File: src/rtl/pfma_pkg.sv
// Package for the prime-field modular ALU.
// Operation codes, count widths and default parameter values.
// No dependencies.
`timescale 1ns / 1ps

package pfma_pkg;

    localparam int DEF_RESIDUE_WIDTH = 32;
    localparam int VALUE_WIDTH       = 64;
    localparam int CNT_WIDTH         = 7;   // holds a count of up to VALUE_WIDTH steps

    typedef enum logic [2:0] {
        FUNC_REDUCE = 3'd0,
        FUNC_ADD    = 3'd1,
        FUNC_SUB    = 3'd2,
        FUNC_MUL    = 3'd3,
        FUNC_DIV    = 3'd4,
        FUNC_NEG    = 3'd5,
        FUNC_CMP    = 3'd6,
        FUNC_NONE   = 3'd7
    } func_t;

endpackage

File: src/rtl/prime_field_modular_alu_top.sv
// Prime-field modular ALU: one shared shift-subtract unit and modular add/subtract logic
// stepped by a sequencer. Depends on pfma_pkg. Divide runs Euclid steps on (b, p).
// One item at a time: s_tready only when idle, and a stalled result holds the sequencer
// until it is taken.
// Reset (rst_n low, asynchronous): sequencer idle, no result pending, modulus = 1.
`timescale 1ns / 1ps

module prime_field_modular_alu_top #(
    parameter int RESIDUE_WIDTH = pfma_pkg::DEF_RESIDUE_WIDTH
) (
    input  logic         clk,
    input  logic         rst_n,
    // configuration: modulus p
    input  logic         cfg_wr_en,
    input  logic [31:0]  cfg_wr_data,
    // input items
    input  logic         s_tvalid,
    output logic         s_tready,
    input  logic [127:0] s_tdata,   // [31:0] operand_a, [63:32] operand_b, [127:64] signed_value
    input  logic [2:0]   s_tuser,   // [2:0] func
    // result items
    output logic         m_tvalid,
    input  logic         m_tready,
    output logic [31:0]  m_tdata,   // [31:0] result
    output logic [1:0]   m_tuser    // [0] less_flag, [1] no_inverse
);

    localparam int W     = RESIDUE_WIDTH;
    localparam int VW    = pfma_pkg::VALUE_WIDTH;
    localparam int CW    = pfma_pkg::CNT_WIDTH;
    localparam int ALIGN = VW - W;   // left-aligns a residue in the dividend shifter

    typedef enum logic [3:0] {
        S_IDLE,
        S_RED,       // restoring division step, remainder only
        S_EXEC,      // single-step operations and dispatch
        S_EU_CHK,    // Euclid loop test
        S_EU_DIV,    // quotient bit + double of q*s accumulator
        S_EU_ADD,    // conditional add of s into accumulator
        S_EU_UPD,    // rotate remainder / coefficient pairs
        S_MUL_DBL,
        S_MUL_ADD,
        S_FIN        // load output register
    } state_t;

    typedef enum logic [1:0] {
        RED_SV,
        RED_A,
        RED_B
    } red_sel_t;

    // modular helpers, operands below p
    function automatic logic [W-1:0] add_mod(input logic [W-1:0] x, input logic [W-1:0] y,
                                             input logic [W-1:0] p);
        logic [W-1:0] gap;
        gap = p - y;
        return (x >= gap) ? (x - gap) : (x + y);
    endfunction

    function automatic logic [W-1:0] sub_mod(input logic [W-1:0] x, input logic [W-1:0] y,
                                             input logic [W-1:0] p);
        return (x >= y) ? (x - y) : (x + (p - y));
    endfunction

    state_t          state_reg;
    red_sel_t        red_sel_reg;
    pfma_pkg::func_t func_reg;
    logic [W-1:0]    mod_reg;
    logic [W-1:0]    p_reg;
    logic [W-1:0]    a_reg, b_reg;
    logic [W-1:0]    raw_b_reg;
    logic            sv_neg_reg;
    logic [VW-1:0]   dvd_reg;
    logic [W-1:0]    rem_reg;
    logic [CW-1:0]   cnt_reg;
    logic            qbit_reg;
    logic [W-1:0]    acc_reg;
    logic [W-1:0]    mpl_reg;
    logic [W-1:0]    old_r_reg, r_reg, old_s_reg, s_reg;
    logic [W-1:0]    res_reg;
    logic            less_reg, noinv_reg;
    logic            m_tvalid_reg;
    logic [31:0]     m_tdata_reg;
    logic [1:0]      m_tuser_reg;

    // input field unpacking, masked to the residue width
    logic [VW-1:0] a_ext, b_ext, cfg_ext, sv_mag, res_ext;
    logic [W-1:0]  ra, rb, cfg_p;
    logic [VW-1:0] sv;

    assign a_ext   = VW'(s_tdata[31:0]);
    assign b_ext   = VW'(s_tdata[63:32]);
    assign cfg_ext = VW'(cfg_wr_data);
    assign ra      = a_ext[W-1:0];
    assign rb      = b_ext[W-1:0];
    assign cfg_p   = cfg_ext[W-1:0];
    assign sv      = s_tdata[127:64];
    assign sv_mag  = sv[VW-1] ? (VW'(0) - sv) : sv;
    assign res_ext = VW'(res_reg);

    // shared shift-subtract step
    logic [W-1:0] divisor;
    logic [W:0]   rem_sh;
    logic         rem_ge;
    logic [W:0]   rem_sub;

    assign divisor = (state_reg == S_RED) ? p_reg : r_reg;
    assign rem_sh  = {rem_reg, dvd_reg[VW-1]};
    assign rem_ge  = rem_sh >= {1'b0, divisor};
    assign rem_sub = rem_sh - {1'b0, divisor};

    assign s_tready = (state_reg == S_IDLE);
    assign m_tvalid = m_tvalid_reg;
    assign m_tdata  = m_tdata_reg;
    assign m_tuser  = m_tuser_reg;

    always_ff @(posedge clk or negedge rst_n)
    begin
        if (!rst_n)
        begin
            state_reg    <= S_IDLE;
            mod_reg      <= W'(1);
            m_tvalid_reg <= 1'b0;
            red_sel_reg  <= RED_A;
        end
        else
        begin
            if (cfg_wr_en)
            begin
                mod_reg <= cfg_p;
            end
            // S_FIN handles the output register itself
            if (m_tvalid_reg && m_tready && (state_reg != S_FIN))
            begin
                m_tvalid_reg <= 1'b0;
            end

            case (state_reg)
                S_IDLE:
                begin
                    if (s_tvalid)
                    begin
                        func_reg   <= pfma_pkg::func_t'(s_tuser);
                        p_reg      <= mod_reg;
                        raw_b_reg  <= rb;
                        sv_neg_reg <= sv[VW-1];
                        res_reg    <= '0;
                        rem_reg    <= '0;
                        if (mod_reg == '0)
                        begin
                            // zero modulus: no arithmetic, flags only
                            noinv_reg <= (pfma_pkg::func_t'(s_tuser) == pfma_pkg::FUNC_DIV);
                            less_reg  <= (pfma_pkg::func_t'(s_tuser) == pfma_pkg::FUNC_CMP)
                                         && (ra < rb);
                            state_reg <= S_FIN;
                        end
                        else if (pfma_pkg::func_t'(s_tuser) == pfma_pkg::FUNC_REDUCE)
                        begin
                            less_reg    <= 1'b0;
                            noinv_reg   <= 1'b0;
                            dvd_reg     <= sv_mag;
                            cnt_reg     <= CW'(VW);
                            red_sel_reg <= RED_SV;
                            state_reg   <= S_RED;
                        end
                        else
                        begin
                            less_reg    <= 1'b0;
                            noinv_reg   <= 1'b0;
                            dvd_reg     <= VW'(ra) << ALIGN;
                            cnt_reg     <= CW'(W);
                            red_sel_reg <= RED_A;
                            state_reg   <= S_RED;
                        end
                    end
                end

                S_RED:
                begin
                    if (cnt_reg == CW'(1))
                    begin
                        case (red_sel_reg)
                            RED_SV:
                            begin
                                state_reg <= S_FIN;
                                if (!sv_neg_reg)
                                begin
                                    res_reg <= rem_ge ? rem_sub[W-1:0] : rem_sh[W-1:0];
                                end
                                else if (rem_ge ? (rem_sub[W-1:0] == '0)
                                                : (rem_sh[W-1:0] == '0))
                                begin
                                    res_reg <= '0;
                                end
                                else
                                begin
                                    res_reg <= p_reg - (rem_ge ? rem_sub[W-1:0]
                                                               : rem_sh[W-1:0]);
                                end
                            end
                            RED_A:
                            begin
                                a_reg       <= rem_ge ? rem_sub[W-1:0] : rem_sh[W-1:0];
                                dvd_reg     <= VW'(raw_b_reg) << ALIGN;
                                rem_reg     <= '0;
                                cnt_reg     <= CW'(W);
                                red_sel_reg <= RED_B;
                            end
                            default:
                            begin
                                b_reg     <= rem_ge ? rem_sub[W-1:0] : rem_sh[W-1:0];
                                state_reg <= S_EXEC;
                            end
                        endcase
                    end
                    else
                    begin
                        dvd_reg <= dvd_reg << 1;
                        rem_reg <= rem_ge ? rem_sub[W-1:0] : rem_sh[W-1:0];
                        cnt_reg <= cnt_reg - CW'(1);
                    end
                end

                S_EXEC:
                begin
                    case (func_reg)
                        pfma_pkg::FUNC_ADD:
                        begin
                            res_reg   <= add_mod(a_reg, b_reg, p_reg);
                            state_reg <= S_FIN;
                        end
                        pfma_pkg::FUNC_SUB:
                        begin
                            res_reg   <= sub_mod(a_reg, b_reg, p_reg);
                            state_reg <= S_FIN;
                        end
                        pfma_pkg::FUNC_NEG:
                        begin
                            res_reg   <= sub_mod('0, a_reg, p_reg);
                            state_reg <= S_FIN;
                        end
                        pfma_pkg::FUNC_CMP:
                        begin
                            less_reg  <= (a_reg < b_reg);
                            state_reg <= S_FIN;
                        end
                        pfma_pkg::FUNC_MUL:
                        begin
                            acc_reg   <= '0;
                            mpl_reg   <= b_reg;
                            cnt_reg   <= CW'(W);
                            state_reg <= S_MUL_DBL;
                        end
                        pfma_pkg::FUNC_DIV:
                        begin
                            old_r_reg <= b_reg;
                            r_reg     <= p_reg;
                            old_s_reg <= (p_reg == W'(1)) ? '0 : W'(1);
                            s_reg     <= '0;
                            state_reg <= S_EU_CHK;
                        end
                        default:
                        begin
                            res_reg   <= '0;
                            state_reg <= S_FIN;
                        end
                    endcase
                end

                S_EU_CHK:
                begin
                    if (r_reg == '0)
                    begin
                        if (old_r_reg == W'(1))
                        begin
                            // inverse found: a * old_s
                            acc_reg   <= '0;
                            mpl_reg   <= old_s_reg;
                            cnt_reg   <= CW'(W);
                            state_reg <= S_MUL_DBL;
                        end
                        else
                        begin
                            noinv_reg <= 1'b1;
                            state_reg <= S_FIN;
                        end
                    end
                    else
                    begin
                        dvd_reg   <= VW'(old_r_reg) << ALIGN;
                        rem_reg   <= '0;
                        acc_reg   <= '0;
                        cnt_reg   <= CW'(W);
                        state_reg <= S_EU_DIV;
                    end
                end

                // quotient bits come MSB first, so q*s mod p is built alongside
                S_EU_DIV:
                begin
                    dvd_reg   <= dvd_reg << 1;
                    rem_reg   <= rem_ge ? rem_sub[W-1:0] : rem_sh[W-1:0];
                    qbit_reg  <= rem_ge;
                    acc_reg   <= add_mod(acc_reg, acc_reg, p_reg);
                    state_reg <= S_EU_ADD;
                end

                S_EU_ADD:
                begin
                    if (qbit_reg)
                    begin
                        acc_reg <= add_mod(acc_reg, s_reg, p_reg);
                    end
                    cnt_reg   <= cnt_reg - CW'(1);
                    state_reg <= (cnt_reg == CW'(1)) ? S_EU_UPD : S_EU_DIV;
                end

                S_EU_UPD:
                begin
                    old_r_reg <= r_reg;
                    r_reg     <= rem_reg;
                    old_s_reg <= s_reg;
                    s_reg     <= sub_mod(old_s_reg, acc_reg, p_reg);
                    state_reg <= S_EU_CHK;
                end

                S_MUL_DBL:
                begin
                    acc_reg   <= add_mod(acc_reg, acc_reg, p_reg);
                    state_reg <= S_MUL_ADD;
                end

                S_MUL_ADD:
                begin
                    if (mpl_reg[W-1])
                    begin
                        acc_reg <= add_mod(acc_reg, a_reg, p_reg);
                        res_reg <= add_mod(acc_reg, a_reg, p_reg);
                    end
                    else
                    begin
                        res_reg <= acc_reg;
                    end
                    mpl_reg   <= mpl_reg << 1;
                    cnt_reg   <= cnt_reg - CW'(1);
                    state_reg <= (cnt_reg == CW'(1)) ? S_FIN : S_MUL_DBL;
                end

                S_FIN:
                begin
                    // hold here while a previous result is still unclaimed
                    if (!m_tvalid_reg || m_tready)
                    begin
                        m_tvalid_reg <= 1'b1;
                        m_tdata_reg  <= res_ext[31:0];
                        m_tuser_reg  <= {noinv_reg, less_reg};
                        state_reg    <= S_IDLE;
                    end
                end

                default: state_reg <= S_IDLE;
            endcase
        end
    end

endmodule

File: config.mk
export PLATFORM = sky130hd
export DESIGN_NAME = prime_field_modular_alu_top
export DESIGN_NICKNAME = d
export VERILOG_FILES = /design/src/rtl/pfma_pkg.sv /design/src/rtl/prime_field_modular_alu_top.sv
export SDC_FILE = /design/constraint.sdc
export NUM_CORES = 2
export LEC_CHECK = 0
export ABC_AREA = 1
export BUFFER_PORTS_ARGS = -buffer_cell sky130_fd_sc_hd__buf_4
export CORE_UTILIZATION = 50
export DETAILED_ROUTE_END_ITERATION = 10
export PLACE_DENSITY_LB_ADDON = 0.1
export RECOVER_POWER = 50
export SLEW_MARGIN = 20
export SYNTH_ARGS = -nofsm -noshare
export SYNTH_HDL_FRONTEND = slang
export SYNTH_SLANG_ARGS = --single-unit
export TNS_END_PERCENT = 20
File: constraint.sdc
create_clock -name clk -period 10.4 [get_ports clk]
set_input_delay 0.52 -clock clk [delete_from_list [all_inputs] [get_ports clk]]
set_output_delay 0.52 -clock clk [all_outputs]
set_load 0.01 [all_outputs]
Yosys cells after proc, flatten, opt, wreduce, memory -nomap -nowiden
Index checks and enable logic that the tools add are counted.
{"block": "classes", "bitwise_logic": 1, "shifts": 0, "n_mux": 86, "add_sub_neg": 21, "n_eq_ne": 40, "div_mod_pow": 0, "n_reduce_logical": 41, "n_lt_le_gt_ge": 10, "mul": 0}
{"cell": "32-bit two-way mux", "n": 29}
{"cell": "64-bit two-way mux", "n": 7}
{"cell": "32-bit case mux with 4 select lines", "n": 3}
{"cell": "32-bit subtractor", "n": 12}
{"cell": "32-bit case mux with 2 select lines", "n": 4}
{"cell": "64-bit case mux with 4 select lines", "n": 1}
{"cell": "32-bit adder", "n": 6}
{"cell": "32-bit >= comparator", "n": 6}
{"cell": "32-bit case mux with 5 select lines", "n": 1}
{"cell": "32-bit logical NOT", "n": 4}
{"cell": "32-bit case mux with 3 select lines", "n": 1}
{"cell": "32-bit by 1-bit == test with 1-bit output (second input constant)", "n": 2}
{"cell": "32-bit less-than comparator", "n": 2}
{"cell": "1-bit by 64-bit subtractor with 64-bit output (first input constant)", "n": 1}
{"cell": "7-bit two-way mux", "n": 8}
{"cell": "4-bit case mux with 10 select lines", "n": 1}
{"cell": "7-bit case mux with 5 select lines", "n": 1}
{"cell": "33-bit by 32-bit >= comparator with 1-bit output", "n": 1}
{"cell": "1-bit by 32-bit >= comparator with 1-bit output (first input constant)", "n": 1}
{"cell": "1-bit by 32-bit subtractor with 32-bit output (first input constant)", "n": 1}
{"cell": "4-bit two-way mux", "n": 7}
{"cell": "5-bit AND reduction", "n": 5}
{"cell": "2-bit inequality test (second input constant)", "n": 12}
{"cell": "4-bit by 3-bit == test with 1-bit output (second input constant)", "n": 4}
{"cell": "36 further kinds", "n": 79}
{"block": "totals", "latchBits": 0, "regBits": 535, "output_inout_bits": 36, "memories": 0, "rom_bits": 0, "ram_bits": 0, "word_cells": 224}

Longest topological paths before layout
{"block": "depth", "word_depth": 10, "depth_mapped": 44, "depth_no_buf": 41}

Worst setup path before layout
No wires, ideal clock.
{"block": "synth_path", "kind": "reg2reg", "startpoint": "register state_reg[2]", "endpoint": "register dvd_reg[0] (enable)", "required_ns": 9.756, "setup_ns": 0.644, "path_stages_with_launch": 12, "arrival_ns": 7.389, "synth_period_minus_slack_ns": 8.034, "slack_ns": 2.366, "cell_sequence": "dfrtp_1 nor2_1 inv_1 nor2_1 inv_1 nor2_1 clkbuf_1 inv_1 nor2_1 nand2_1 nand2_1 nor4_1"}
{"block": "synth_via", "elab_chain_len": 3, "elab_cells_between_ends": 10}
{"item": "from (decl)", "line": "prime_field_modular_alu_top.sv:65", "source": "state_t state_reg;"}
{"item": "from (signal assigned)", "line": "prime_field_modular_alu_top.sv:315", "source": "state_reg <= (cnt_reg == CW'(1)) ? S_EU_UPD : S_EU_DIV;"}
{"item": "from (signal assigned)", "line": "prime_field_modular_alu_top.sv:346", "source": "state_reg <= (cnt_reg == CW'(1)) ? S_FIN : S_MUL_DBL;"}
{"item": "4-bit by 1-bit == test with 1-bit output, or another cell as far along", "line": "prime_field_modular_alu_top.sv:138", "source": "case (state_reg)"}
{"item": "3-bit by 2-bit inequality test with 1-bit output (no line), or another cell as far along"}
{"item": "6-bit AND reduction (no line) *"}
{"item": "to (signal assigned)", "line": "prime_field_modular_alu_top.sv:161", "source": "dvd_reg <= sv_mag;"}
{"item": "to (signal assigned)", "line": "prime_field_modular_alu_top.sv:170", "source": "dvd_reg <= VW'(ra) << ALIGN;"}
{"item": "to (signal assigned)", "line": "prime_field_modular_alu_top.sv:204", "source": "dvd_reg <= VW'(raw_b_reg) << ALIGN;"}
{"item": "to (decl)", "line": "prime_field_modular_alu_top.sv:73", "source": "logic [VW-1:0] dvd_reg;"}
Every way passes the cells marked *; elsewhere a longest branch is shown, timed or not.
A chain may end at the register's enable or synchronous reset.

Worst setup path in the final report
{"block": "layout_path", "startpoint": "register state_reg[0]", "endpoint": "register s_reg[29] (enable)"}
{"block": "layout_via", "elab_chain_len": 3, "elab_cells_between_ends": 5}
{"item": "4-bit by 2-bit == test with 1-bit output / 4-bit by 3-bit == test with 1-bit output (equally long branches)", "line": "prime_field_modular_alu_top.sv:138"}
{"item": "2-bit inequality test (no line) / 2-bit nonzero test (equally long branches)"}
{"item": "3-bit AND reduction (no line) *"}
{"item": "to (signal assigned)", "line": "prime_field_modular_alu_top.sv:323", "source": "s_reg <= sub_mod(old_s_reg, acc_reg, p_reg);"}
{"item": "to (decl)", "line": "prime_field_modular_alu_top.sv:79", "source": "logic [W-1:0] old_r_reg, r_reg, old_s_reg, s_reg;"}
Marked as above.

==> out/metrics.cfg <==
[run_status]
status=finished with violations
failed_checks=max-capacitance violations, max-slew violations

[layout]
stdcell_area_um2=63230
multi_input_area_um2=36680
register_area_um2=15870
syn_to_final_growth_pct=9.751
drive_gt1_share_pct=6.367
largest_register_ffs=64
final_nets=9068
fillCellCount=11141
layout.cells.non_filler=9922
layout_commonest_cell=nand2_1
layout_common_cells=1724 x nand2_1, 1109 x inv_1, 787 x a21oi_1

[synthesis]
syn_area_um2=57610
yosysSeqAreaShare_pct=27.55
synth-async-reset-ratio_pct=7.290
ys_ff_latch=535
synth_cell_types=74
yosys.area.top_type_share_pct=25.85
syn_inst=8136
synth.area.top_cells=edfxtp_1 26%, ha_1 12%, nand2_1 11%
synth_edf_count=496
synth_area_per_cell_um2=7.081
yosysTopAreaCell=edfxtp_1
syn_nets=8870
synthFlopType=edfxtp_1
yosys_warnings=0

[grt]
antenna_found_initial=17
grt_pass1_vias=58135
grt.overflow.total=0
grt_pass1_wl_mm=394.7
gr-usage-all-layers_pct=46.75
grt_start_max_net_pins=89

[min_path]
worstHoldStart=cfg_wr_data[12]
hold_class=in2reg
holdPathEnd=mod_reg[12]
min_path_cells=3

[routing]
post-route-drc-count=0
drtAntennaViolNets=0
drt-met1-wl_mm=110.6
viasPerCell=6.319
wl_met3_mm=41.56
routedWlPerCell_um=28.27
drt_iter0_drc=9814
drtPass1Iterations=9
wl_mm=280.5
route.met2.wl_mm=108.8
dr.max_layer_used=met5
routed-via-count=62694

[power_and_ir_drop]
power_density_nw_per_um2=357.4
p_int_mw=9.309
p_clk_share_pct=11.2
p_comb_share_pct=72.6
peakVddDrop_uv=309.0
power.leakage_nw=29.20
sw_frac_of_total_pct=58.81
p_sw_mw=13.29
seqPwrFrac_pct=16.3

[cts]
clkSinkCount=535
htree_levels=3
post_cts_resized=0
clockBufferDepth=3
ctsHoldBuffers=1
post_cts_buffers=0
cts_buffers=67
clkTransAtPathRegs_ns=0.06
root_buffer=clkbuf_16
cts_tree=built
clk_latency_ns=0.68

[sta]
finalCritPeriodShare_pct=83.14
fin_crit_ns=8.646
rsz0062_at_grt=false
drv_slew=585
hold_viol_final=0
fin_skew_ns=0.04136
slew_headroom_pct=-192.4
setup_tns_ns=0
setup_viol=0
fmax_mhz=115.7
tightest_slew_ns=4.386

[setup_path]
crit_type=reg2reg
crit_slowest_cell=clkbuf_1
r2r_end=s_reg[29]
crit_path_end_kind=register
crit_chain=nor2_1, nand2_1, clkinv_1, clkbuf_1, nor2_1, nor2_1, clkbuf_1, buf_4
start_kind=register
required_ns=10.69
r2r_setup_slack_ns=1.75
ff2ff_path_depth=8
cp_max_fo=70
arrival_ns=8.93
crit_top_cell=nor2_1
r2r_start=state_reg[0]
cp-startpoint=state_reg[0]
slowest_delay_ns=2.20

[floorplan]
coreArea_um2=114300
die_w_um=341.4
start_util_pct=50.38
pin_count=204
die_h_um=341.4
die_area_um2=116600
rows=124

[place]
placed_cell_area_um2=61230
portBuffers=203
gp_congestion=1.158
dp_hpwl_mm=226.2
dp_cells=9776

[run]
maxCapViolCount=14

-- layout make-up --
| class | count | area share (%) |
|---|---|---|
| repair buffers | 331 | 3.441 |
| diodes | 23 | 0.09103 |
| well taps | 1512 | 2.992 |
| flip-flops and latches | 535 | 25.10 |
| multi-input cells | 6265 | 58.01 |
| clock buffers | 74 | 2.743 |
| inverters | 1134 | 6.732 |
| clock inverters | 48 | 0.8846 |
-- per-stage QoR --
stage | util [%] | worst slack (ns) | power (mW) | hold slack, ns
after floorplan | - | 2.366 | 13.92 | 0.2244
after global placement | 53.55 | 2.713 | 19.13 | 0.4104
after detailed placement | 53.55 | 2.929 | 19.20 | 0.4062
after CTS | 55.56 | 2.917 | 21.76 | 0.02971
after global routing | 55.26 | 1.388 | 23.73 | 0.07030
final | 55.30 | 1.754 | 22.60 | 0.06355
-- per-layer routing --
layer | vias to the layer above | track usage (%)
met1 | 29476 | 62.51
li1 | 28153 | -
met2 | 4266 | 64.17
met4 | 14 | 26.94
met3 | 785 | 17.11
met5 | - | 0
-- kinds of logic (layout without fill, tap and decap cells) --
| kind of cell | Yosys count | in the layout | share of synthesized area [%] |
|---|---|---|---|
| compound gates | 1901 | 1901 | 18.79 |
| xor+xnor | 464 | 464 | 7.054 |
| fa+ha+maj | 566 | 566 | 12.50 |
| buf+inv | 1336 | 1587 | 8.905 |
| flops | 535 | 535 | 27.55 |
| mux | 24 | 24 | 0.4691 |
| other cells | 0 | 23 | 0 |
| simple gates | 3310 | 3310 | 24.73 |
-- how the worst max path moves through the flow --
stage	end	slack [ns]	cells past startpoint
floorplan	dvd_reg[0]	2.37	11
global placement	res_reg[18]	2.71	35
detailed placement	res_reg[30]	2.93	28
CTS	res_reg[26]	2.92	29
global route	s_reg[27]	1.39	9
finish	s_reg[29]	1.75	8
-- Yosys cell counts (47+ instances only) --
master / n
clkbuf_1: 153
nand3_1: 441
nand2_1: 1724
o21ai_0: 600
xor2_1: 315
o211ai_1: 127
nor3_1: 114
nor2_1: 692
xnor2_1: 149
a21oi_1: 787
nand4_1: 104
ha_1: 550
a31oi_1: 47
edfxtp_1: 496
inv_1: 1109
nor4_1: 83
-- power groups by stage --
stage          Clock [mW]  Combinational (mW)  Sequential (mW)
6_report             2.52                16.4             3.67
5_1_grt              2.58                17.5             3.68
4_1_cts              2.52                15.6             3.61
3_5_place_dp            0                15.6             3.65
3_3_place_gp            0                15.5             3.64
2_1_floorplan           0                10.4             3.50
-- critical path: cells and delay by family (launching register included) --
family        cells  cell delay, ns
flops             1            0.45
simple gates      4            2.11
buf+inv           4            5.52
Power figures use the tool's default switching activity.
